==> config.mk <==
export PLATFORM = sky130hd
export DESIGN_NAME = page_table_walker
export DESIGN_NICKNAME = d
export VERILOG_FILES = /design/src/ptw_pkg.sv /design/src/page_table_walker.sv /design/src/ptw_fifo.sv /design/src/ptw_front.sv /design/src/ptw_back.sv
export SDC_FILE = /design/constraint.sdc
export NUM_CORES = 1
export LEC_CHECK = 0
export ABC_AREA = 1
export BUFFER_PORTS_ARGS = -buffer_cell sky130_fd_sc_hd__buf_4
export CAP_MARGIN = 20
export CORE_MARGIN = 1
export CORE_UTILIZATION = 35
export CTS_BUF_LIST = sky130_fd_sc_hd__clkbuf_8
export CTS_CLUSTER_DIAMETER = 40
export CTS_CLUSTER_SIZE = 25
export DETAILED_ROUTE_END_ITERATION = 8
export SYNTH_ARGS = -nofsm -noshare
export SYNTH_HDL_FRONTEND = slang
export SYNTH_SLANG_ARGS = --single-unit
export TNS_END_PERCENT = 20
==> constraint.sdc <==
create_clock -name clk -period 5.36 [get_ports clk]
set_input_delay 0.804 -clock clk [delete_from_list [all_inputs] [get_ports clk]]
set_output_delay 0.804 -clock clk [all_outputs]
set_load 0.1 [all_outputs]
==> src/ptw_pkg.sv <==
`default_nettype none

package ptw_pkg;

  localparam logic CMD_REQUEST  = 1'b0;
  localparam logic CMD_RESPONSE = 1'b1;

  localparam logic KIND_READ = 1'b0;
  localparam logic KIND_DONE = 1'b1;

  localparam logic [31:0] BASE_RESET = 32'h0000_4000;
  localparam logic [31:0] FAULT_ADDR = 32'hffff_ffff;

  localparam logic [1:0] DESC_FAULT   = 2'd0;
  localparam logic [1:0] DESC_TABLE   = 2'd1;
  localparam logic [1:0] DESC_SECTION = 2'd2;
  localparam int         SUPER_BIT    = 18;

  typedef enum logic [1:0] {
    PH_IDLE = 2'd0,
    PH_L1   = 2'd1,
    PH_L2   = 2'd2
  } phase_t;

  typedef enum logic [2:0] {
    JOB_L1_READ = 3'd0,
    JOB_L2_READ = 3'd1,
    JOB_FAULT   = 3'd2,
    JOB_SECTION = 3'd3,
    JOB_SUPER   = 3'd4,
    JOB_PAGE4K  = 3'd5,
    JOB_PAGE64K = 3'd6
  } job_kind_t;

  typedef struct packed {
    job_kind_t   kind;
    logic [31:0] desc;
    logic [31:0] va;
  } job_t;

  typedef struct packed {
    logic        kind;
    logic [31:0] mem_addr;
    logic [31:0] phys_addr;
    logic        fault;
  } result_t;

endpackage

`default_nettype wire

==> src/page_table_walker.sv <==
// Channel   Handshake            Payload
// input     push / full          cmd, virt_addr, read_data
// result    pop / empty          kind, mem_addr, phys_addr, fault
// config    cfg_valid/cfg_ready  cfg_data (l1_table_base)
//
// One item per cycle while full is low; an accepted item that yields a result passes the two
// queue stages, job queue then result queue, before that result shows on the result ports.
// Reset (rst, synchronous) empties both queues, ends any walk, table base 0x4000.
// A full result queue stalls the back end; the job queue then fills and raises full.
`default_nettype none

module page_table_walker #(
  parameter int JOB_DEPTH = 2,
  parameter int OUT_DEPTH = 2
) (
  input  wire logic        clk,
  input  wire logic        rst,
  input  wire logic        cfg_valid,
  output logic             cfg_ready,
  input  wire logic [31:0] cfg_data,
  input  wire logic        push,
  output logic             full,
  input  wire logic        cmd,
  input  wire logic [31:0] virt_addr,
  input  wire logic [31:0] read_data,
  output logic             empty,
  input  wire logic        pop,
  output logic             kind,
  output logic [31:0]      mem_addr,
  output logic [31:0]      phys_addr,
  output logic             fault
);

  ptw_pkg::job_t    job_in;
  ptw_pkg::job_t    job_out;
  ptw_pkg::result_t res_in;
  ptw_pkg::result_t res_out;
  logic             job_push;
  logic             job_full;
  logic             job_empty;
  logic             job_pop;
  logic             res_push;
  logic             res_full;
  logic             accept;

  assign full   = job_full;
  assign accept = push && !job_full;

  ptw_front u_front (
    .clk       (clk),
    .rst       (rst),
    .cfg_valid (cfg_valid),
    .cfg_ready (cfg_ready),
    .cfg_data  (cfg_data),
    .accept    (accept),
    .cmd       (cmd),
    .virt_addr (virt_addr),
    .read_data (read_data),
    .job_push  (job_push),
    .job       (job_in)
  );

  ptw_fifo #(
    .WIDTH ($bits(ptw_pkg::job_t)),
    .DEPTH (JOB_DEPTH)
  ) u_job_q (
    .clk   (clk),
    .rst   (rst),
    .push  (job_push),
    .din   (job_in),
    .full  (job_full),
    .pop   (job_pop),
    .dout  (job_out),
    .empty (job_empty)
  );

  ptw_back u_back (
    .job_empty (job_empty),
    .job       (job_out),
    .job_pop   (job_pop),
    .res_full  (res_full),
    .res_push  (res_push),
    .res       (res_in)
  );

  ptw_fifo #(
    .WIDTH ($bits(ptw_pkg::result_t)),
    .DEPTH (OUT_DEPTH)
  ) u_res_q (
    .clk   (clk),
    .rst   (rst),
    .push  (res_push),
    .din   (res_in),
    .full  (res_full),
    .pop   (pop),
    .dout  (res_out),
    .empty (empty)
  );

  assign kind      = res_out.kind;
  assign mem_addr  = res_out.mem_addr;
  assign phys_addr = res_out.phys_addr;
  assign fault     = res_out.fault;

endmodule

`default_nettype wire

==> src/ptw_fifo.sv <==
`default_nettype none

module ptw_fifo #(
  parameter int WIDTH = 8,
  parameter int DEPTH = 2
) (
  input  wire logic             clk,
  input  wire logic             rst,
  input  wire logic             push,
  input  wire logic [WIDTH-1:0] din,
  output logic                  full,
  input  wire logic             pop,
  output logic [WIDTH-1:0]      dout,
  output logic                  empty
);

  localparam int PW = (DEPTH > 1) ? $clog2(DEPTH) : 1;
  localparam int CW = $clog2(DEPTH + 1);

  logic [WIDTH-1:0] mem [DEPTH];
  logic [PW-1:0]    wr_ptr;
  logic [PW-1:0]    rd_ptr;
  logic [CW-1:0]    count;
  logic             do_push;
  logic             do_pop;

  assign full    = (count == CW'(DEPTH));
  assign empty   = (count == '0);
  assign do_push = push && !full;
  assign do_pop  = pop && !empty;
  assign dout    = mem[rd_ptr];

  always_ff @(posedge clk) begin
    if (do_push) begin
      mem[wr_ptr] <= din;
    end
  end

  always_ff @(posedge clk) begin
    if (rst) begin
      wr_ptr <= '0;
      rd_ptr <= '0;
      count  <= '0;
    end else begin
      if (do_push) begin
        wr_ptr <= (wr_ptr == PW'(DEPTH - 1)) ? '0 : wr_ptr + 1'b1;
      end
      if (do_pop) begin
        rd_ptr <= (rd_ptr == PW'(DEPTH - 1)) ? '0 : rd_ptr + 1'b1;
      end
      if (do_push && !do_pop) begin
        count <= count + 1'b1;
      end else if (do_pop && !do_push) begin
        count <= count - 1'b1;
      end
    end
  end

endmodule

`default_nettype wire

==> src/ptw_front.sv <==
`default_nettype none

module ptw_front (
  input  wire logic          clk,
  input  wire logic          rst,
  input  wire logic          cfg_valid,
  output logic               cfg_ready,
  input  wire logic [31:0]   cfg_data,
  input  wire logic          accept,
  input  wire logic          cmd,
  input  wire logic [31:0]   virt_addr,
  input  wire logic [31:0]   read_data,
  output logic               job_push,
  output ptw_pkg::job_t      job
);

  logic [31:0]     l1_table_base;
  ptw_pkg::phase_t walk_phase;
  ptw_pkg::phase_t walk_phase_next;
  logic [31:0]     saved_vaddr;
  logic [31:0]     saved_vaddr_next;
  logic            has_job;

  assign cfg_ready = 1'b1;

  always_ff @(posedge clk) begin
    if (rst) begin
      l1_table_base <= ptw_pkg::BASE_RESET;
    end else if (cfg_valid && cfg_ready) begin
      l1_table_base <= cfg_data;
    end
  end

  always_comb begin
    walk_phase_next  = walk_phase;
    saved_vaddr_next = saved_vaddr;
    has_job          = 1'b0;
    job.kind         = ptw_pkg::JOB_FAULT;
    job.desc         = read_data;
    job.va           = saved_vaddr;
    if (cmd == ptw_pkg::CMD_REQUEST) begin
      if (walk_phase != ptw_pkg::PH_L1 && walk_phase != ptw_pkg::PH_L2) begin
        has_job          = 1'b1;
        job.kind         = ptw_pkg::JOB_L1_READ;
        job.desc         = l1_table_base;
        job.va           = virt_addr;
        saved_vaddr_next = virt_addr;
        walk_phase_next  = ptw_pkg::PH_L1;
      end
    end else begin
      case (walk_phase)
        ptw_pkg::PH_L1: begin
          has_job         = 1'b1;
          walk_phase_next = ptw_pkg::PH_IDLE;
          if (read_data[1:0] == ptw_pkg::DESC_TABLE) begin
            job.kind        = ptw_pkg::JOB_L2_READ;
            walk_phase_next = ptw_pkg::PH_L2;
          end else if (read_data[1:0] == ptw_pkg::DESC_SECTION) begin
            job.kind = read_data[ptw_pkg::SUPER_BIT] ? ptw_pkg::JOB_SUPER
                                                     : ptw_pkg::JOB_SECTION;
          end else begin
            job.kind = ptw_pkg::JOB_FAULT;
          end
        end
        ptw_pkg::PH_L2: begin
          has_job         = 1'b1;
          walk_phase_next = ptw_pkg::PH_IDLE;
          if (read_data[1:0] == ptw_pkg::DESC_FAULT) begin
            job.kind = ptw_pkg::JOB_FAULT;
          end else if (read_data[1]) begin
            job.kind = ptw_pkg::JOB_PAGE4K;
          end else begin
            job.kind = ptw_pkg::JOB_PAGE64K;
          end
        end
        default: begin
          walk_phase_next = ptw_pkg::PH_IDLE;
        end
      endcase
    end
  end

  assign job_push = accept && has_job;

  always_ff @(posedge clk) begin
    if (rst) begin
      walk_phase  <= ptw_pkg::PH_IDLE;
      saved_vaddr <= '0;
    end else if (accept) begin
      walk_phase  <= walk_phase_next;
      saved_vaddr <= saved_vaddr_next;
    end
  end

  a_push_needs_accept: assert property (@(posedge clk) disable iff (rst)
    job_push |-> accept)
    else $error("job pushed without an accepted item");

  a_request_starts_walk: assert property (@(posedge clk) disable iff (rst)
    accept && cmd == ptw_pkg::CMD_REQUEST && walk_phase == ptw_pkg::PH_IDLE
    |=> walk_phase == ptw_pkg::PH_L1 && saved_vaddr == $past(virt_addr))
    else $error("request did not start a walk");

  a_l2_ends_walk: assert property (@(posedge clk) disable iff (rst)
    accept && cmd == ptw_pkg::CMD_RESPONSE && walk_phase == ptw_pkg::PH_L2
    |=> walk_phase == ptw_pkg::PH_IDLE)
    else $error("second-level response did not end the walk");

endmodule

`default_nettype wire

==> src/ptw_back.sv <==
`default_nettype none

module ptw_back (
  input  wire logic          job_empty,
  input  wire ptw_pkg::job_t job,
  output logic               job_pop,
  input  wire logic          res_full,
  output logic               res_push,
  output ptw_pkg::result_t   res
);

  assign job_pop  = !job_empty && !res_full;
  assign res_push = job_pop;

  always_comb begin
    res.kind      = ptw_pkg::KIND_DONE;
    res.mem_addr  = '0;
    res.phys_addr = '0;
    res.fault     = 1'b0;
    case (job.kind)
      ptw_pkg::JOB_L1_READ: begin
        res.kind     = ptw_pkg::KIND_READ;
        res.mem_addr = job.desc + {18'd0, job.va[31:20], 2'b00};
      end
      ptw_pkg::JOB_L2_READ: begin
        res.kind     = ptw_pkg::KIND_READ;
        res.mem_addr = {job.desc[31:10], 10'd0} + {22'd0, job.va[19:12], 2'b00};
      end
      ptw_pkg::JOB_SECTION: res.phys_addr = {job.desc[31:20], job.va[19:0]};
      ptw_pkg::JOB_SUPER:   res.phys_addr = {job.desc[31:24], job.va[23:0]};
      ptw_pkg::JOB_PAGE4K:  res.phys_addr = {job.desc[31:12], job.va[11:0]};
      ptw_pkg::JOB_PAGE64K: res.phys_addr = {job.desc[31:16], job.va[15:0]};
      default: begin
        res.phys_addr = ptw_pkg::FAULT_ADDR;
        res.fault     = 1'b1;
      end
    endcase
  end

endmodule

`default_nettype wire

# == Word-level counts from Yosys, hierarchy flattened ==
# Memories as Yosys holds them, arrays and structs flattened. A register that Yosys moved wholly into a read port is not among the register bits.
# Cells that the tools add are included.
# classes
n_addsub,10
n_mul,0
n_div,0
n_lt_le_gt_ge,0
n_eq_ne,13
shift,0
muxes,35
bitwise_logic,1
reduce_logical,32
# op_table
operator,n
case mux 32 bit (5 select lines),1
2-to-1 mux 66 bit,1
case mux 33 bit (2 select lines),1
2-to-1 mux 64 bit,1
adder 32 x 10 -> 32 bit,1
adder 32 x 14 -> 32 bit,1
2-to-1 mux 2 bit,9
2-to-1 mux 1 bit,16
2-to-1 mux 3 bit,5
logical AND 1 bit,12
"equality test 3 bit, second input constant",3
"equality test 2 bit, second input constant",4
zero test 1 bit,8
zero test 2 bit,3
case mux 3 bit (2 select lines),1
nonzero test 2 bit,3
OR reduction 6 bit,1
"adder 1 bit, second input constant",4
"adder 2 x 1 -> 2 bit, second input constant",2
"equality test 2 x 1 -> 1 bit, second input constant",2
OR reduction 2 bit,2
"subtractor 2 x 1 -> 2 bit, second input constant",2
"equality test 3 x 1 -> 1 bit, second input constant",1
"equality test 3 x 2 -> 1 bit, second input constant",1
6 further kinds,6
# totals
ff_bits,74
latch_bits,0
ramBits,266
romBits,0
in_bits,102
out_inout_bits,69
wordCells,102
memories,2
# mem_list
memory,words,word_bits,rd,rd_clocked_by_memory_dff,wr,line,text
u_job_q.mem,2,67,1,1,1,ptw_fifo.sv:20,logic [WIDTH-1:0] mem [DEPTH];
u_res_q.mem,2,66,1,1,1,ptw_fifo.sv:20,

# == Logic depth before layout (Yosys ltp) ==
# Gate-level depths: netlist (run 1).
# logic_depth
ltp_word,10
mapped_depth,21
depth_no_buf,18

# == Cells and area by module ==
# A second synthesis (run 1) with hierarchy kept.
# hier_totals
cells_unflattened,1577
hier_area_um2,16280.6
# by_module_without_submodules
mod,instances,cells_per_inst,area_each_um2,seq_area_each_um2
ptw_fifo (u_job_q),1,245,5190.0,4124.0
ptw_fifo (u_res_q),1,242,5170.0,4063.9
ptw_front,1,626,3644.7,1321.3
ptw_back,1,462,2265.9,0.0
page_table_walker,1,2,10.0,0.0

# == Worst setup path after synthesis (run 1) ==
# OpenSTA, ideal clock, no wires.
# synth_timing
path_kind,input to register
from,in cmd
to,mem u_job_q.mem[0][0] (netlist name) (enable)
setup_ns,0.493
arrival_ns,4.086
t_required_ns,4.867
setup_slack_ns,0.781
cell_stages,4
n_path_buf,0
path_cell_list,inv_1 ha_1 nand3_1 nor2_1
# synth_between
elab_chain_cells,5
# synth_lines
element,line,text
start: declaration,page_table_walker.sv:23,"input wire logic cmd,"
2-to-1 mux 1 bit,ptw_front.sv:41,if (cmd == ptw_pkg::CMD_REQUEST) begin
logical AND 1 bit,ptw_front.sv:83,assign job_push = accept && has_job;
logical AND 1 bit,ptw_fifo.sv:29,assign do_push = push && !full;
2-to-1 mux 1 bit,ptw_fifo.sv:34,if (do_push) begin
2-to-1 mux 1 bit (implied by the code),ptw_fifo.sv:35,mem[wr_ptr] <= din;
end: declaration,ptw_fifo.sv:20,
# No other way between the ends.

==> results of run 1 <==
sequential cells by signal, summed over array words and instances (netlist names), named ones only:
name and cells:
u_job_q.wr_ptr 1, u_res_q.wr_ptr 1, u_front.walk_phase 2, u_res_q.mem 132, u_job_q.mem 134, u_res_q.rd_ptr 1
u_res_q.count 2, u_front.saved_vaddr 32, u_job_q.count 2, u_job_q.rd_ptr 1, u_front.l1_table_base 32
final timing paths:
kind,cells past startpoint,to,slack (ps)
setup / recovery,13,u_res_q.mem[0][55],1380
hold / removal,2,u_front.walk_phase[1],360
setup reg to reg,13,u_res_q.mem[0][55],1380
hold reg to reg,2,u_front.saved_vaddr[25],440
placed cells by master (no fill, tap or decap), types with 2 or more instances in the layout:
cell,synthesis,routed
clkinv_4,0,5
mux2_2,66,66
o221ai_1,5,5
nand3b_1,3,3
nor2_4,3,8
nand2_1,401,401
mux2i_1,16,16
nor2_1,113,108
inv_1,119,124
o211ai_1,2,2
a21oi_1,63,63
ha_1,17,17
edfxtp_1,266,266
o21ai_1,5,5
xor2_1,3,3
buf_16,0,2
inv_2,3,3
inv_8,0,3
o21ai_0,147,147
inv_6,0,9
nor2_2,6,6
clkinv_2,0,9
o21ai_2,2,2
dfxtp_2,0,2
nand3_1,57,56
clkinvlp_4,0,6
or2_2,4,4
dfxtp_1,76,74
and2_1,4,4
o22ai_1,3,3
nand4_1,8,8
nand2_2,23,23
bufinv_16,0,3
clkbuf_8,0,55
buf_4,4,181
per-layer routing:
metal  vias up  GRT usage, %
met1      5090          24.9
li1       5408             -
met3        75          3.59
met2       301          27.1
met4         0          5.82
met5         -             0
stage by stage:
step           setup slack (ps)  hold slack, ps  util, %
6_report                   1380             359     42.5
5_1_grt                    1020             323     42.5
4_1_cts                    1400             317     42.5
3_5_place_dp               1440             440     39.8
3_3_place_gp               1470             433     39.7
2_1_floorplan               781             425        -
critical path: cells and delay by family, from the launching register on:
kind	cells	cell delay, ps
flip-flops	1	870
adder cells (fa/ha/maj)	1	370
buffers and inverters	3	750
AND/OR/NAND/NOR	6	1130
AO/OA/AOI/OAI	3	550
kinds of logic (layout without fill, tap and decap cells):
group / after synthesis / after routing / share of synthesized area, %
DFF: 342 / 342 / 62.5
muxes: 82 / 82 / 5.94
other: 1 / 1 / 0.0247
adders and majority gates: 18 / 18 / 1.53
buffers and inverters: 185 / 402 / 4.90
AOI/OAI and AO/OA: 233 / 233 / 8.02
and+or+nand+nor: 624 / 624 / 16.9
xor gates and xnor gates: 3 / 3 / 0.173
layout make-up:
class / count / share of cell area [%]
flip-flops and latches: 342 / 52.1
multi-input cells: 961 / 27.4
repair buffers: 183 / 7.75
clock buffers: 55 / 4.15
well taps: 585 / 4.01
inverters: 122 / 2.51
clock inverters: 42 / 2.06
==> impl_metrics.csv, run 1 <==
group,metric,value,unit
status,outcome,"complete, no violations",
final_layout,nets,1782,
critical_path,crit_path_start_kind,"flop",
placed_design,placed_area,17100,um2
final_layout,final_area,18300,um2
floorplanning,fp.dieW,210,um
floorplanning,core,43000,um2
clocking,cts_setup_buffers,0,
timing,period_minus_slack,3980,ps
timing,slew_viol_final,0,
route,first_pass_iters,5,
worst_hold_path,min_from,"rst",
floorplanning,num_rows,76,
synth,synth_ff_type,"edfxtp_1",
global_route,grt_pass1_vias,10400,
synth,yosysSeqAreaShare,62.5,%
clocking,h-tree-depth,2,
final_layout,layout-drive-gt1-share,22.9,%
clocking,clk_pin_slew,70,ps
floorplanning,fp.dieArea,44300,um2
route,wl_met1,18.1,mm
global_route,grt_max_degree,100,
timing,fin_tns_setup,0,ps
clocking,root_buffer,"clkbuf_8",
route,vias,10900,
global_route,grt_use_total,17.7,%
route,vias_per_cell,4.75,
synth,synth_top_area_share,52.5,%
synth,yosys_warnings,0,
route,routed.top_layer,"met4",
final_layout,final_cells,2290,
final_layout,multi_input_area,5000,um2
critical_path,crit_type,"flop to flop",
critical_path,arrival,4350,ps
clocking,cts_made_buffers,52,
synth,synth_edf_count,266,
timing,worst_pin_slew,991,ps
route,routed-wl-met2,17.7,mm
synth,async_reset_ff_share,0,%
synth,ys_types,42,
synth,yosysMostFrequentCell,"nand2_1",
global_route,grt_pass1_wl,59.5,mm
timing,setup_viol,0,
job,maxCapViolCount,0,
timing,finClkSkew,48.5,ps
critical_path,cp_max_fo,49,
floorplanning,start_util,35.4,%
route,dr.first_iter.drc_count,707,
global_route,antenna_found_initial,0,
placed_design,port_buffers,169,
timing,slew-limit-headroom,33.9,%
critical_path,critical_path.cell_chain,"inv_2 -> or2_2 -> o21ai_0 -> inv_1 -> ha_1 -> a21oi_1 -> inv_1 -> a21oi_1 -> nand3_1 -> nand3_1 -> nand2_1 -> nand3_1 -> nand2_1",
synth,syn_avg_cell_area,10.2,um2
clocking,cts.sinks,342,
clocking,clk_latency,650,ps
floorplanning,die_y,210,um
synth,ys_top_cells_by_area,"edfxtp_1, dfxtp_1, nand2_1, mux2_2, o21ai_0",
timing,hold_violations,0,
placed_design,place_congestion,0.962,
synth,yosysTopAreaCell,"edfxtp_1",
critical_path,cpPeakStageDelay,870,ps
floorplanning,ios,171,
critical_path,slowest_stage,"dfxtp_2",
route,dr_wl_met3,2.29,mm
route,ant_nets,0,
global_route,overflow,0,
final_layout,syn2layout_area_growth,20.0,%
synth,synth_commonest_cells,"nand2_1, edfxtp_1, o21ai_0",
clocking,cts_tree,"yes",
synth,synth_fp_nets,1608,
timing,fin_crit_sh,74.3,%
clocking,postCtsResizedCells,0,
timing,max_freq,251,MHz
route,routedWlPerCell,17.1,um
route,totalWireLength,39.2,mm
timing,rsz0062_at_grt,"false",
route,post-route-drc-count,0,
final_layout,fillers,4171,
worst_hold_path,hold_path_class,"input pin to flop",
final_layout,antenna_cells,0,
placed_design,dp_hpwl,27.7,mm
clocking,ctsHoldBuffers,0,
clocking,clockBufferDepth,3,
final_layout,register_area,9510,um2
synth,synth_area,15200,um2
synth,ys_ff_latch,342,
synth,synth_cells,1488,
critical_path,path_common_cell,"nand3_1",
critical_path,required,5730,ps
critical_path,crit_path_end_kind,"flop",
placed_design,dpl.cell_count,2193,
Power of run 1 is not shown: default switching activity piles up to over one toggle a cycle in this logic, so the estimate is an artifact.
==> run 2, diff against run 1 <==
==> constraint.sdc (replaced) <==
create_clock -name clk -period 3.9 [get_ports clk]
set_input_delay 0.585 -clock clk [delete_from_list [all_inputs] [get_ports clk]]
set_output_delay 0.585 -clock clk [all_outputs]
set_load 0.1 [all_outputs]
==> run 2 against run 1 <==
Sequential share of layout area fell by 0.082 points. Non-clock buffer count increased by 4. Via count decreased by 0.88%. Critical path depth fell by 1. First-iteration DRC count rose by 2.4%. Worst setup slack got worse by 770 ps. Sequential cell count is the same. Register-to-register slack got worse by 770 ps.
==> impl_metrics.csv, run 2 (synthesized netlist as in run 1, its figures left out) <==
group,metric,value,unit
clocking,cts_tree,"yes",
power,seqPwrFrac,32.2,%
final_layout,antenna_cells,0,
timing,finClkSkew,37.6,ps
critical_path,slowest_stage,"o21ai_0",
final_layout,register_area,9510,um2
floorplanning,start_util,35.4,%
final_layout,syn2layout_area_growth,20.2,%
final_layout,largest_register_ffs,134,
route,vias,10800,
floorplanning,num_rows,76,
final_layout,final_common_cell,"nand2_1",
power,p_int,0.00873,W
global_route,antenna_found_initial,0,
power,power_frac_clock,18.6,%
timing,max_freq,304,MHz
final_layout,reg_top3,"u_job_q.mem (134), u_res_q.mem (132)",
placed_design,dp_hpwl,27.1,mm
timing,timing.final.ws_setup,611,ps
global_route,grt_pass1_vias,10300,
route,totalWireLength,38.4,mm
power,power.share.switching,48.9,%
timing,slew_viol_final,0,
global_route,grt_max_degree,68,
timing,slew-limit-headroom,33.0,%
floorplanning,ios,171,
timing,whs,139,ps
clocking,cts.sinks,342,
power,vdd_drop_max,0.609,mV
final_layout,final_cells,2290,
route,vias_per_cell,4.71,
clocking,clockBufferDepth,3,
global_route,overflow,0,
clocking,ctsHoldBuffers,0,
placed_design,dpl.cell_count,2197,
final_layout,nets,1784,
timing,fin_crit_sh,84.3,%
timing,hold_violations,0,
floorplanning,core,43000,um2
floorplanning,fp.dieArea,44300,um2
critical_path,cpPeakStageDelay,720,ps
placed_design,port_buffers,169,
power,combPwrFrac,49.2,%
route,first_pass_iters,5,
placed_design,place_ws,709,ps
power,power.leakage,7.35,nW
critical_path,critical_path.cell_chain,"buf_4 -> o21ai_0 -> inv_1 -> ha_1 -> a21oi_1 -> inv_1 -> a21oi_1 -> nand3_1 -> nand3_1 -> nand2_1 -> nand3_1 -> nand2_1",
global_route,grt_use_total,17.3,%
clocking,cts_made_buffers,50,
worst_hold_path,hold_path_class,"input pin to flop",
route,post-route-drc-count,0,
power,switchingPower,0.00836,W
clocking,root_buffer,"clkbuf_8",
timing,worst_pin_slew,1000,ps
route,dr.first_iter.drc_count,724,
worst_hold_path,hold_depth,2,
final_layout,layout-drive-gt1-share,22.9,%
timing,setup_viol,0,
global_route,grt_pass1_wl,58.7,mm
final_layout,fillers,4201,
floorplanning,fp.dieW,210,um
job,maxCapViolCount,0,
critical_path,crit_type,"flop to flop",
critical_path,path_common_cell,"nand3_1",
timing,rsz0062_at_grt,"false",
timing,fin_tns_setup,0,ps
clocking,postCtsResizedCells,0,
clocking,cts_setup_buffers,0,
route,routedWlPerCell,16.8,um
route,ant_nets,0,
floorplanning,die_y,210,um
final_layout,multi_input_area,5000,um2
timing,period_minus_slack,3290,ps
placed_design,place_congestion,0.893,
critical_path,crit_path_start_kind,"flop",
clocking,clk_latency,650,ps
critical_path,required,4290,ps
critical_path,r2r_cells,12,
power,powerDensity,935,nW/um2
final_layout,mostFrequentLayoutCells,"nand2_1, edfxtp_1, buf_4, o21ai_0, inv_1",
critical_path,crit_path_end_kind,"flop",
final_layout,final_area,18300,um2
status,outcome,"complete, no violations",
critical_path,cp_max_fo,50,
critical_path,arrival,3670,ps
clocking,clk_pin_slew,80,ps
placed_design,placed_area,17100,um2
clocking,h-tree-depth,2,
final_layout,top_register,"u_job_q.mem",
## run 2: cell types whose count changed in the layout (fill, tap and decap cells not counted)
cell,delta
inv_12,+1
clkinvlp_4,-4
clkinv_2,-5
buf_4,+3
buf_12,+3
clkbuf_8,-3
inv_1,-1
buf_16,-2
clkinv_1,+2
inv_8,+4
clkinv_8,+2
## run 2: power groups by stage
stage / combinational [W] / sequential (W) / clock [W]
floorplan: 0.00631 / 0.00555 / 0
global placement: 0.00836 / 0.00555 / 0
detailed placement: 0.00842 / 0.00558 / 0
CTS: 0.00845 / 0.00551 / 0.00328
global route: 0.00898 / 0.00558 / 0.00343
finish: 0.00841 / 0.00550 / 0.00318
## run 2: path summary, 6_finish.rpt
path | start | to | slack [ps]
max | flop | u_res_q.mem[1][55] | 610
min reg2reg | u_front.saved_vaddr[26] | u_front.saved_vaddr[26] | 450
min | rst | u_job_q.count[0] | 140
max reg2reg | flop | u_res_q.mem[1][55] | 610
## run 2: final cells by class
cell class / instances / area share [%]
tap: 585 / 4.00
timing repair buffer: 187 / 7.89
multi-input combinational: 961 / 27.4
inverter: 122 / 2.51
clock buffer: 52 / 3.92
sequential: 342 / 52.0
clock inverter: 41 / 2.29
## run 2: through the flow
stage               util (%)  power (W)
finish                  42.5     0.0171
global route            42.5     0.0180
CTS                     42.5     0.0172
detailed placement      39.9     0.0140
global placement        39.9     0.0139
floorplan                  -     0.0119
## run 2: layer usage
metal	up-vias	routed length, um	share of wire [%]	track usage [%]
li1	5406	-	-	-
met5	-	0	0	0
met1	5053	18000	47	24.5
met3	56	2010	5.2	3.46
met2	263	17600	46	26.7
met4	0	861	2.2	5.32
## run 2: critical path: cells and delay by family (launching register included)
kind | cells | cell delay (ps)
AO/OA/AOI/OAI | 3 | 1070
AND/OR/NAND/NOR | 5 | 720
buffers and inverters | 3 | 520
adder cells (fa/ha/maj) | 1 | 390
flip-flops | 1 | 320
(Power assumes the default switching activity.)
